$ cat config.mk
export PLATFORM = sky130hd
export DESIGN_NAME = epoch_seconds_to_calendar
export DESIGN_NICKNAME = d
export VERILOG_FILES = /design/src/rtl/core/e2c_pkg.sv /design/src/rtl/core/e2c_date_lookup.sv /design/src/rtl/core/epoch_seconds_to_calendar.sv
export SDC_FILE = /design/constraint.sdc
export NUM_CORES = 2
export LEC_CHECK = 0
export BUFFER_PORTS_ARGS = -buffer_cell sky130_fd_sc_hd__buf_2
export CAP_MARGIN = 5
export CORE_MARGIN = 2
export CORE_UTILIZATION = 50
export CTS_BUF_LIST = sky130_fd_sc_hd__clkbuf_16
export DETAILED_ROUTE_END_ITERATION = 12
export PLACE_DENSITY = 0.67
export SLEW_MARGIN = 5
export SYNTH_ARGS = -nofsm -noshare
export SYNTH_HDL_FRONTEND = slang
export SYNTH_SLANG_ARGS = --single-unit
$ cat constraint.sdc
create_clock -name clk -period 7.25 [get_ports clk]
set_input_delay 0.3625 -clock clk [delete_from_list [all_inputs] [get_ports clk]]
set_output_delay 0.3625 -clock clk [all_outputs]
set_load 0.03 [all_outputs]
$ cat src/rtl/core/e2c_pkg.sv
`default_nettype none
package e2c_pkg;

	localparam int OFFSET_W = 17;
	localparam int EPOCH_W  = 32;
	localparam int OUT_W    = 40;

	localparam logic [31:0] EPOCH_2000   = 32'd946684800;
	localparam logic [16:0] OFFSET_RESET = 17'd10800;

	// n / 15 == (n * MAGIC15) >> 35 for any 32-bit n
	localparam logic [31:0] MAGIC15 = 32'h8888_8889;
	// n / 3 == (n * MAGIC3) >> 19 for n below 2^18 here
	localparam logic [17:0] MAGIC3  = 18'h2AAAB;
	// n / 1461 == (n * CYCLE_MAGIC) >> 26 for n below 2^16
	localparam logic [15:0] CYCLE_MAGIC = 16'd45934;
	localparam logic [15:0] CYCLE_DAYS  = 16'd1461;
	// first day count that lies past 2100-02-28
	localparam logic [15:0] SKIP_DAY_2100 = 16'd36584;

	localparam logic [10:0] CUM_DAYS [4][12] = '{
		'{11'd0,    11'd31,   11'd60,   11'd91,   11'd121,  11'd152,
		  11'd182,  11'd213,  11'd244,  11'd274,  11'd305,  11'd335},
		'{11'd366,  11'd397,  11'd425,  11'd456,  11'd486,  11'd517,
		  11'd547,  11'd578,  11'd609,  11'd639,  11'd670,  11'd700},
		'{11'd731,  11'd762,  11'd790,  11'd821,  11'd851,  11'd882,
		  11'd912,  11'd943,  11'd974,  11'd1004, 11'd1035, 11'd1065},
		'{11'd1096, 11'd1127, 11'd1155, 11'd1186, 11'd1216, 11'd1247,
		  11'd1277, 11'd1308, 11'd1339, 11'd1369, 11'd1400, 11'd1430}
	};

	typedef struct packed {
		logic adv;
		logic vld;
	} pipe_ctl_t;

	typedef struct packed {
		logic [5:0] sec;
		logic [5:0] min;
		logic [4:0] hour;
	} hms_t;

	typedef struct packed {
		logic [6:0] year;
		logic [3:0] month;
		logic [4:0] day;
	} date_t;

endpackage
`default_nettype wire

$ cat src/rtl/core/e2c_date_lookup.sv
`default_nettype none
module e2c_date_lookup (
	input  wire logic               clk,
	input  wire logic               arst_n,
	input  wire e2c_pkg::pipe_ctl_t ctl,
	input  wire logic [10:0]        day_in_cycle,
	input  wire logic [7:0]         year_base,
	input  wire e2c_pkg::hms_t      hms_in,
	output logic                    vld,
	output e2c_pkg::hms_t           hms,
	output e2c_pkg::date_t          date
);

	logic                v_s8;
	logic [10:0]         r_s8;
	logic [1:0]          yi_s8;
	logic [7:0]          year_s8;
	e2c_pkg::hms_t       hms_s8;

	logic                v_s9;
	e2c_pkg::hms_t       hms_s9;
	e2c_pkg::date_t      date_s9;

	logic [1:0]          yi_d;
	logic [3:0]          mi_d;
	logic [10:0]         cum_sel;
	logic [10:0]         day_d;
	logic [7:0]          year_d;

	// year within the four-year cycle
	always_comb begin
		if (day_in_cycle >= e2c_pkg::CUM_DAYS[3][0]) begin
			yi_d = 2'd3;
		end else if (day_in_cycle >= e2c_pkg::CUM_DAYS[2][0]) begin
			yi_d = 2'd2;
		end else if (day_in_cycle >= e2c_pkg::CUM_DAYS[1][0]) begin
			yi_d = 2'd1;
		end else begin
			yi_d = 2'd0;
		end
	end

	// month: last table entry of the row not above the day count
	always_comb begin
		mi_d = 4'd0;
		for (int j = 1; j < 12; j++) begin
			if (r_s8 >= e2c_pkg::CUM_DAYS[yi_s8][j]) begin
				mi_d = 4'(j);
			end
		end
		cum_sel = e2c_pkg::CUM_DAYS[yi_s8][mi_d];
		day_d   = r_s8 - cum_sel + 11'd1;
		year_d  = (year_s8 >= 8'd100) ? (year_s8 - 8'd100) : year_s8;
	end

	always_ff @(posedge clk or negedge arst_n) begin
		if (!arst_n) begin
			v_s8 <= 1'b0;
			v_s9 <= 1'b0;
		end else if (ctl.adv) begin
			v_s8 <= ctl.vld;
			v_s9 <= v_s8;
		end
	end

	always_ff @(posedge clk) begin
		if (ctl.adv) begin
			r_s8          <= day_in_cycle;
			yi_s8         <= yi_d;
			year_s8       <= year_base + {6'd0, yi_d};
			hms_s8        <= hms_in;
			hms_s9        <= hms_s8;
			date_s9.day   <= day_d[4:0];
			date_s9.month <= mi_d + 4'd1;
			date_s9.year  <= year_d[6:0];
		end
	end

	assign vld  = v_s9;
	assign hms  = hms_s9;
	assign date = date_s9;

endmodule
`default_nettype wire

$ cat src/rtl/core/epoch_seconds_to_calendar.sv
// An accepted input item passes through registers s1 to s9 to its result on m_axis.
// Throughput: one item per cycle; the seven arithmetic stages and the two
// table stages all advance together whenever the output register is free.
// A stall at m_axis freezes the whole pipeline and holds s_axis_tready low.
// Reset (arst_n low) clears all valid bits and sets the zone offset to +3 h.
`default_nettype none
module epoch_seconds_to_calendar (
	input  wire logic        clk,
	input  wire logic        arst_n,
	input  wire logic        s_axis_tvalid,
	output logic             s_axis_tready,
	input  wire logic [31:0] s_axis_tdata,  // [31:0] epoch_seconds
	output logic             m_axis_tvalid,
	input  wire logic        m_axis_tready,
	// [5:0] second_of_minute, [11:6] minute_of_hour, [16:12] hour_of_day,
	// [21:17] day_of_month, [25:22] month_of_year, [32:26] year_two_digit,
	// [39:33] zero
	output logic [39:0]      m_axis_tdata,
	input  wire logic        cfg_valid,
	output logic             cfg_ready,
	input  wire logic [16:0] cfg_data       // [16:0] zone_offset_seconds
);

	logic        [16:0] offset_q;
	logic               adv;

	logic               v_s1, v_s2, v_s3, v_s4, v_s5, v_s6, v_s7;
	logic        [31:0] t_s1;
	logic        [26:0] q1_s2;
	logic        [7:0]  tlo_s2;
	logic        [20:0] q2_s3;
	logic        [7:0]  q1lo_s3;
	logic        [5:0]  sec_s3, sec_s4, sec_s5, sec_s6, sec_s7;
	logic        [15:0] d0_s4;
	logic        [7:0]  q2lo_s4;
	logic        [5:0]  min_s4, min_s5, min_s6, min_s7;
	logic        [15:0] d1_s5, d1_s6;
	logic        [4:0]  hour_s5, hour_s6, hour_s7;
	logic        [5:0]  cyc_s6;
	logic        [10:0] r_s7;
	logic        [7:0]  yb_s7;

	logic        [61:0] p1;
	logic        [56:0] p2;
	logic        [35:0] p3;
	logic        [31:0] p4;
	logic        [15:0] cyc_days;
	logic        [15:0] r_full;
	logic        [7:0]  q1x60, q2x60, d0x24;
	logic        [7:0]  sec_d, min_d, hour_d;

	e2c_pkg::pipe_ctl_t ctl;
	e2c_pkg::hms_t      hms_s7;
	e2c_pkg::hms_t      hms_out;
	e2c_pkg::date_t     date_out;
	logic               out_vld;

	assign adv           = !out_vld || m_axis_tready;
	assign s_axis_tready = adv;
	assign cfg_ready     = 1'b1;

	always_ff @(posedge clk or negedge arst_n) begin
		if (!arst_n) begin
			offset_q <= e2c_pkg::OFFSET_RESET;
		end else if (cfg_valid) begin
			offset_q <= cfg_data;
		end
	end

	always_comb begin
		p1    = {32'd0, t_s1[31:2]} * {30'd0, e2c_pkg::MAGIC15};
		q1x60 = {q1_s2[1:0], 6'd0} - {q1_s2[5:0], 2'd0};
		sec_d = tlo_s2 - q1x60;
		p2    = {32'd0, q1_s2[26:2]} * {25'd0, e2c_pkg::MAGIC15};
		q2x60 = {q2_s3[1:0], 6'd0} - {q2_s3[5:0], 2'd0};
		min_d = q1lo_s3 - q2x60;
		p3    = {18'd0, q2_s3[20:3]} * {18'd0, e2c_pkg::MAGIC3};
		d0x24 = {d0_s4[3:0], 4'd0} + {d0_s4[4:0], 3'd0};
		hour_d = q2lo_s4 - d0x24;
		p4    = {16'd0, d1_s5} * {16'd0, e2c_pkg::CYCLE_MAGIC};
		cyc_days = 16'({10'd0, cyc_s6} * e2c_pkg::CYCLE_DAYS);
		r_full   = d1_s6 - cyc_days;
	end

	always_ff @(posedge clk or negedge arst_n) begin
		if (!arst_n) begin
			v_s1 <= 1'b0;
			v_s2 <= 1'b0;
			v_s3 <= 1'b0;
			v_s4 <= 1'b0;
			v_s5 <= 1'b0;
			v_s6 <= 1'b0;
			v_s7 <= 1'b0;
		end else if (adv) begin
			v_s1 <= s_axis_tvalid;
			v_s2 <= v_s1;
			v_s3 <= v_s2;
			v_s4 <= v_s3;
			v_s5 <= v_s4;
			v_s6 <= v_s5;
			v_s7 <= v_s6;
		end
	end

	always_ff @(posedge clk) begin
		if (adv) begin
			// rebase to 2000 and apply the zone offset, wrapping at 2^32
			t_s1    <= s_axis_tdata - e2c_pkg::EPOCH_2000 + {{15{offset_q[16]}}, offset_q};
			q1_s2   <= p1[61:35];
			tlo_s2  <= t_s1[7:0];
			q2_s3   <= p2[55:35];
			q1lo_s3 <= q1_s2[7:0];
			sec_s3  <= sec_d[5:0];
			d0_s4   <= p3[34:19];
			q2lo_s4 <= q2_s3[7:0];
			min_s4  <= min_d[5:0];
			sec_s4  <= sec_s3;
			// skip the nonexistent 2100-02-29
			d1_s5   <= d0_s4 + {15'd0, (d0_s4 >= e2c_pkg::SKIP_DAY_2100)};
			hour_s5 <= hour_d[4:0];
			min_s5  <= min_s4;
			sec_s5  <= sec_s4;
			cyc_s6  <= p4[31:26];
			d1_s6   <= d1_s5;
			hour_s6 <= hour_s5;
			min_s6  <= min_s5;
			sec_s6  <= sec_s5;
			r_s7    <= r_full[10:0];
			yb_s7   <= {cyc_s6, 2'd0};
			hour_s7 <= hour_s6;
			min_s7  <= min_s6;
			sec_s7  <= sec_s6;
		end
	end

	assign ctl.adv     = adv;
	assign ctl.vld     = v_s7;
	assign hms_s7.sec  = sec_s7;
	assign hms_s7.min  = min_s7;
	assign hms_s7.hour = hour_s7;

	e2c_date_lookup u_date (
		.clk          (clk),
		.arst_n       (arst_n),
		.ctl          (ctl),
		.day_in_cycle (r_s7),
		.year_base    (yb_s7),
		.hms_in       (hms_s7),
		.vld          (out_vld),
		.hms          (hms_out),
		.date         (date_out)
	);

	assign m_axis_tvalid = out_vld;
	assign m_axis_tdata  = {7'd0, date_out.year, date_out.month, date_out.day,
		hms_out.hour, hms_out.min, hms_out.sec};

	a_time_range: assert property (@(posedge clk) disable iff (!arst_n)
		m_axis_tvalid |-> (hms_out.sec < 6'd60) && (hms_out.min < 6'd60)
			&& (hms_out.hour < 5'd24))
		else $error("time field out of range");

	a_date_range: assert property (@(posedge clk) disable iff (!arst_n)
		m_axis_tvalid |-> (date_out.month >= 4'd1) && (date_out.month <= 4'd12)
			&& (date_out.day >= 5'd1) && (date_out.year < 7'd100))
		else $error("date field out of range");

	a_cycle_day: assert property (@(posedge clk) disable iff (!arst_n)
		v_s7 |-> (r_s7 < 11'd1461))
		else $error("day within cycle out of range");

	a_enter: assert property (@(posedge clk) disable iff (!arst_n)
		s_axis_tvalid && s_axis_tready |=> v_s1)
		else $error("accepted item lost at stage 1");

	a_cfg: assert property (@(posedge clk) disable iff (!arst_n)
		cfg_valid && cfg_ready |=> offset_q == $past(cfg_data))
		else $error("zone offset not written");

endmodule
`default_nettype wire

* After elaboration in Yosys (flattened, before gate mapping)
Cells that the tools add are included.
Widths: inputs -> output; s select.
** Operators by class
- $add $sub $neg :: 15
- Multiply operators :: 5
- Magnitude comparators :: 18
- Muxes and demuxes :: 21
- Bitwise logic cells :: 2
- Reduce and logical (&&, ||, !) cells :: 2
** Operator list (number)
- $bmux 132 s2 :: 1
- $mux 132 :: 2
- $ge 11x11->1 :: 11
- $mul 30x32->62 const B :: 1
- $mul 25x32->56 const B :: 1
- $bmux 11 s4 :: 1
- $mul 18x18->35 const B :: 1
- $add 32x32->32 :: 1
- $sub 32x30->32 const B :: 1
- $mul 16x15->31 const B :: 1
- $add 16x1->16 :: 1
- $ge 16x16->1 const B :: 1
- $mux 4 :: 4
- $mux 3 :: 4
- $sub 1x6->6 const A :: 2
- $sub 6x6->6 :: 2
- $ge 11x10->1 const B :: 1
- $ge 11x11->1 const B :: 1
- $ge 11x9->1 const B :: 1
- $mul 6x11->11 const B :: 1
- $sub 11x11->11 :: 1
- $mux 5 :: 2
- $sub 5x5->5 :: 2
- $add 8x2->8 :: 1
- other kinds (14) :: 18
** Storage, ports and cells
- Register bits :: 329

* Longest topological paths before layout
- Word-level depth :: 22
- Gate-level depth with buffers :: 26
- Depth with buffers taken out :: 23

* Modules after synthesis
From an unflattened synthesis, not the netlist that was laid out.
** Unflattened totals
- Cell total of the unflattened synthesis :: 3584
- Area, all modules :: 39709.3 um^2
** By module, submodules not included
- epoch_seconds_to_calendar :: times used 1, cells each 3103, area each 34484.3 um^2, sequential area each 7573.5 um^2
- e2c_date_lookup :: times used 1, cells each 481, area each 5225.0 um^2, sequential area each 2182.1 um^2

* Least setup slack after synthesis
OpenSTA, ideal clock, no wires.
- Kind :: register to register
- Start point :: reg u_date.v_s9 (netlist: u_date.vld)
- End point :: reg cyc_s6[0] (enable)
- Library setup time :: 0.659 ns
- Data arrival time :: 6.837 ns
- Required time :: 6.591 ns
- Setup slack :: -0.245 ns
- Stages on the path, launching flop included :: 4
- Buffers on the path :: 1
- Cells stage by stage :: dfrtp_1 -> nor2b_1 -> clkbuf_1 -> inv_1
** Between the ends
- Word-level cells in the longest chain between the ends :: 2
** RTL lines
- start: declaration :: line e2c_date_lookup.sv:20 : logic v_s9;
- start signal: assignment :: line e2c_date_lookup.sv:62 : v_s9 <= v_s8;
- $logic_not 1->1 :: line epoch_seconds_to_calendar.sv:58 : assign adv = !out_vld || m_axis_tready;
- $logic_or 1x1->1 :: line epoch_seconds_to_calendar.sv:58
- via s_axis_tready :: line epoch_seconds_to_calendar.sv:11 : output logic s_axis_tready,
- end signal: assignment :: line epoch_seconds_to_calendar.sv:123 : cyc_s6 <= p4[31:26];
- end: declaration :: line epoch_seconds_to_calendar.sv:39 : logic [5:0] cyc_s6;
The timed path passes the listed nets, and every way through them passes these cells.
A chain may end at the register's enable or synchronous reset.

* Final worst setup path
- Start point :: reg t_s1[18]
- End point :: reg q1_s2[25], data pin
** Between the ends
- Word-level cells in the longest chain between the ends :: 1
** RTL lines
- start: declaration :: line epoch_seconds_to_calendar.sv:28 : logic [31:0] t_s1;
- start signal: assignment :: line epoch_seconds_to_calendar.sv:108 : t_s1 <= s_axis_tdata - e2c_pkg::EPOCH_2000 + {{15{offset_q[16]}}, offset_q};
- $mul 30x32->62 :: line epoch_seconds_to_calendar.sv:71 : p1 = {32'd0, t_s1[31:2]} * {30'd0, e2c_pkg::MAGIC15};
- via p1[60] :: line epoch_seconds_to_calendar.sv:43 : logic [61:0] p1;
- end signal: assignment :: line epoch_seconds_to_calendar.sv:109 : q1_s2 <= p1[61:35];
- end: declaration :: line epoch_seconds_to_calendar.sv:29 : logic [26:0] q1_s2;
The timed path passes the listed nets, and every way through them passes these cells.

==> results.yml <==
status:
  outcome: "finished clean"
route:
  first_iter_violations: 1129
  ant_nets: 0
  first_pass_iters: 5
  routed_wl_mm: 75.5
  wl_per_cell_um: 16.0
  drcViolationCount: 0
  via_per_inst: 5.16
  routed-via-count: 24262
cells_and_area:
  layout.nets: 4988
  antenna_cells: 0
  area_growth_pct: 8.65
  drive_above_1_share_pct: 5.90
timing:
  tightest_slew_ps: 1000
  hold_violations: 0
  max_slew_margin_pct: 33.1
  setup_viol: 0
  fin_worst_skew_ps: 23.0
  tns_ps: 0
  min_period_over_period_pct: 92.9
  rsz0062_at_grt: "no"
  clock.fmax_mhz: 148
  period_needed_ps: 6740
  report.final.slew_viol_count: 0
yosys:
  synth_edf_count: 301
  yosysTopAreaCell: "ha_1"
  synth-async-reset-ratio_pct: 7.95
  synth_flop_cell: "edfxtp_1"
  yosys-top-cells-area: "ha_1 28%, edfxtp_1 23%, fa_1 22%"
  postSynthCellCount: 3477
  ys_ff_latch: 327
  synth_top_area_share_pct: 28.1
  yosysSeqAreaShare_pct: 24.9
  syn-mean-instance-area_um2: 11.2
  syn_area_mm2: 0.0389
  yosysUniqueCellTypes: 88
  ys_warn_count: 0
clock_network:
  postCtsSetupRepairBufs: 0
  clockBufferDepth: 3
  clock_tree.root_cell: "clkbuf_16"
  numCtsBuffers: 41
  clkSinkCount: 327
  htree_num_levels: 2
  clkLatencyLatePin_ps: 590
  cts_tree: "built"
  cts-resized-gates: 0
  path_clk_slew_ps: 60
worst_setup_path:
  end_kind: "flop"
  worstPathMaxFanout: 5
  cp.required_ps: 7690
  arrival_ps: 7180
  critPathKind: "reg2reg"
  start_kind: "flop"
die:
  rows: 102
  start_util_pct: 50.4
  io_pins: 97
  die_w_um: 283
  die_area_mm2: 0.0801
  core_area_mm2: 0.0772
  die_y_um: 283
global_route:
  grt_usage_pct: 19.5
  grt_pass1_wl_mm: 127
  grt_max_degree: 146
  grt_pass1_vias: 25293
  overflow: 0
  antenna_found_initial: 0
placement:
  io_buffers: 88
  gp_congestion: 0.902
  dp_hpwl_mm: 63.4
run:
  maxCapViolations: 0
worst_hold_path:
  hold_path.class: "in2reg"
## cell usage in the layout (no fill, tap or decap), types with 21 or more instances in the layout
| cell | count |
|---|---|
| inv_1 | 825 |
| o21bai_1 | 23 |
| o21ai_0 | 74 |
| xor2_1 | 41 |
| a21oi_1 | 128 |
| nor2b_1 | 23 |
| nand2b_1 | 23 |
| xnor2_1 | 99 |
| clkbuf_16 | 41 |
| nor3_1 | 33 |
| o21a_1 | 30 |
| buf_2 | 88 |
| nand3_1 | 34 |
| edfxtp_1 | 301 |
| fa_1 | 430 |
| ha_1 | 875 |
| dfrtp_1 | 21 |
| nor2_1 | 100 |
| a21o_1 | 77 |
| nand2_1 | 69 |
## per-stage QoR
step	utilization, %	hold WS [ps]	std cells	setup slack, ps	instance area, um2
global placement	52.8	392	4608	665	40700
CTS	54.8	7.60	4702	532	42300
floorplan	-	66.9	3483	1040	39000
global route	54.8	46.7	4702	173	42300
finish	54.8	24.9	4702	514	42300
detailed placement	52.8	397	4608	584	40700
## flip-flops by register name, indices dropped and copies added (netlist names), 16 cells and up
signal         cells
t_s1              32
q1_s2             27
q2_s3             21
offset_q          17
u_date.hms        17
u_date.hms_s8     17
d0_s4             16
d1_s5             16
u_date.date       16
## repair_timing
action,in CTS,in global routing
endpoints found under the hold margin,38,0
setup endpoints to repair,0,0
hold buffers,18,0
## area by class of cell
class | count | area, um2
clock buffers | 41 | 1030
clock inverters | 35 | 358
fillers | 6661 | 34900
inverters | 825 | 3100
multi-input cells | 2313 | 26100
flip-flops and latches | 327 | 9700
well taps | 1040 | 1300
repair buffers | 121 | 758
## worst paths after layout
check	start	endpoint	slack, ps	depth (start not counted)
worst min-delay path	cfg_data[16]	offset_q[16]	20	3
worst max register to register	t_s1[18]	q1_s2[25]	510	23
min in group asynchronous	arst_n	offset_q[6]	320	2
worst min register to register	min_s4[2]	min_s5[2]	410	0
max in group asynchronous	arst_n	u_date.vld	6530	2
worst max-delay path	t_s1[18]	q1_s2[25]	510	23
## synth_stat cells, types with 14 or more instances
master    count
nand2b_1     23
a211oi_1     18
edfxtp_1    301
o21bai_1     23
o21ai_0      74
xnor2_1      99
a31oi_1      14
nand3_1      34
nor2b_1      23
dfrtp_1      21
o21a_1       30
and3_1       16
ha_1        875
mux2_2       18
nor3_1       33
a21o_1       77
fa_1        430
nand2_1      69
a21oi_1     128
xor2_1       41
nor2_1      100
nand4_1      19
inv_1       823
## worst max-delay path: stages (launching register included)
cell and delay [ps]:
edfxtp_1 450, ha_1 320, ha_1 160, inv_1 100
fa_1 700, inv_1 100, fa_1 530, inv_1 50
fa_1 500, inv_1 50, fa_1 450, ha_1 320
ha_1 350, nand4_1 140, nor3_2 250, nand4_1 170
a2111oi_2 400, a211oi_2 140, o211a_4 290, o21a_4 220
o31ai_4 300, a221oi_2 160, nor4b_2 310, a211o_1 130
## cell families after synthesis
group | count (synthesis) | synth area share, %
adders and majority gates | 1305 | 50.2
buffers and inverters | 843 | 8.22
AOI/OAI and AO/OA | 479 | 8.25
and+or+nand+nor | 361 | 4.64
DFF | 327 | 24.9
xor gates and xnor gates | 140 | 3.15
muxes | 20 | 0.572
other | 2 | 0.0193
## layer usage
layer  track usage (%)  routed length [um]  vias to the layer above  share of wire, %
met2              31.4               34300                      410                45
li1                  -                   -                    12017                 -
met3              2.95                3230                      120               4.3
met5                 0                   0                        -                 0
met1              27.5               36100                    11715                48
met4              4.85                1790                        0               2.4
Power is not shown: default switching activity piles up to over one toggle a cycle in this logic, so the estimate is an artifact.
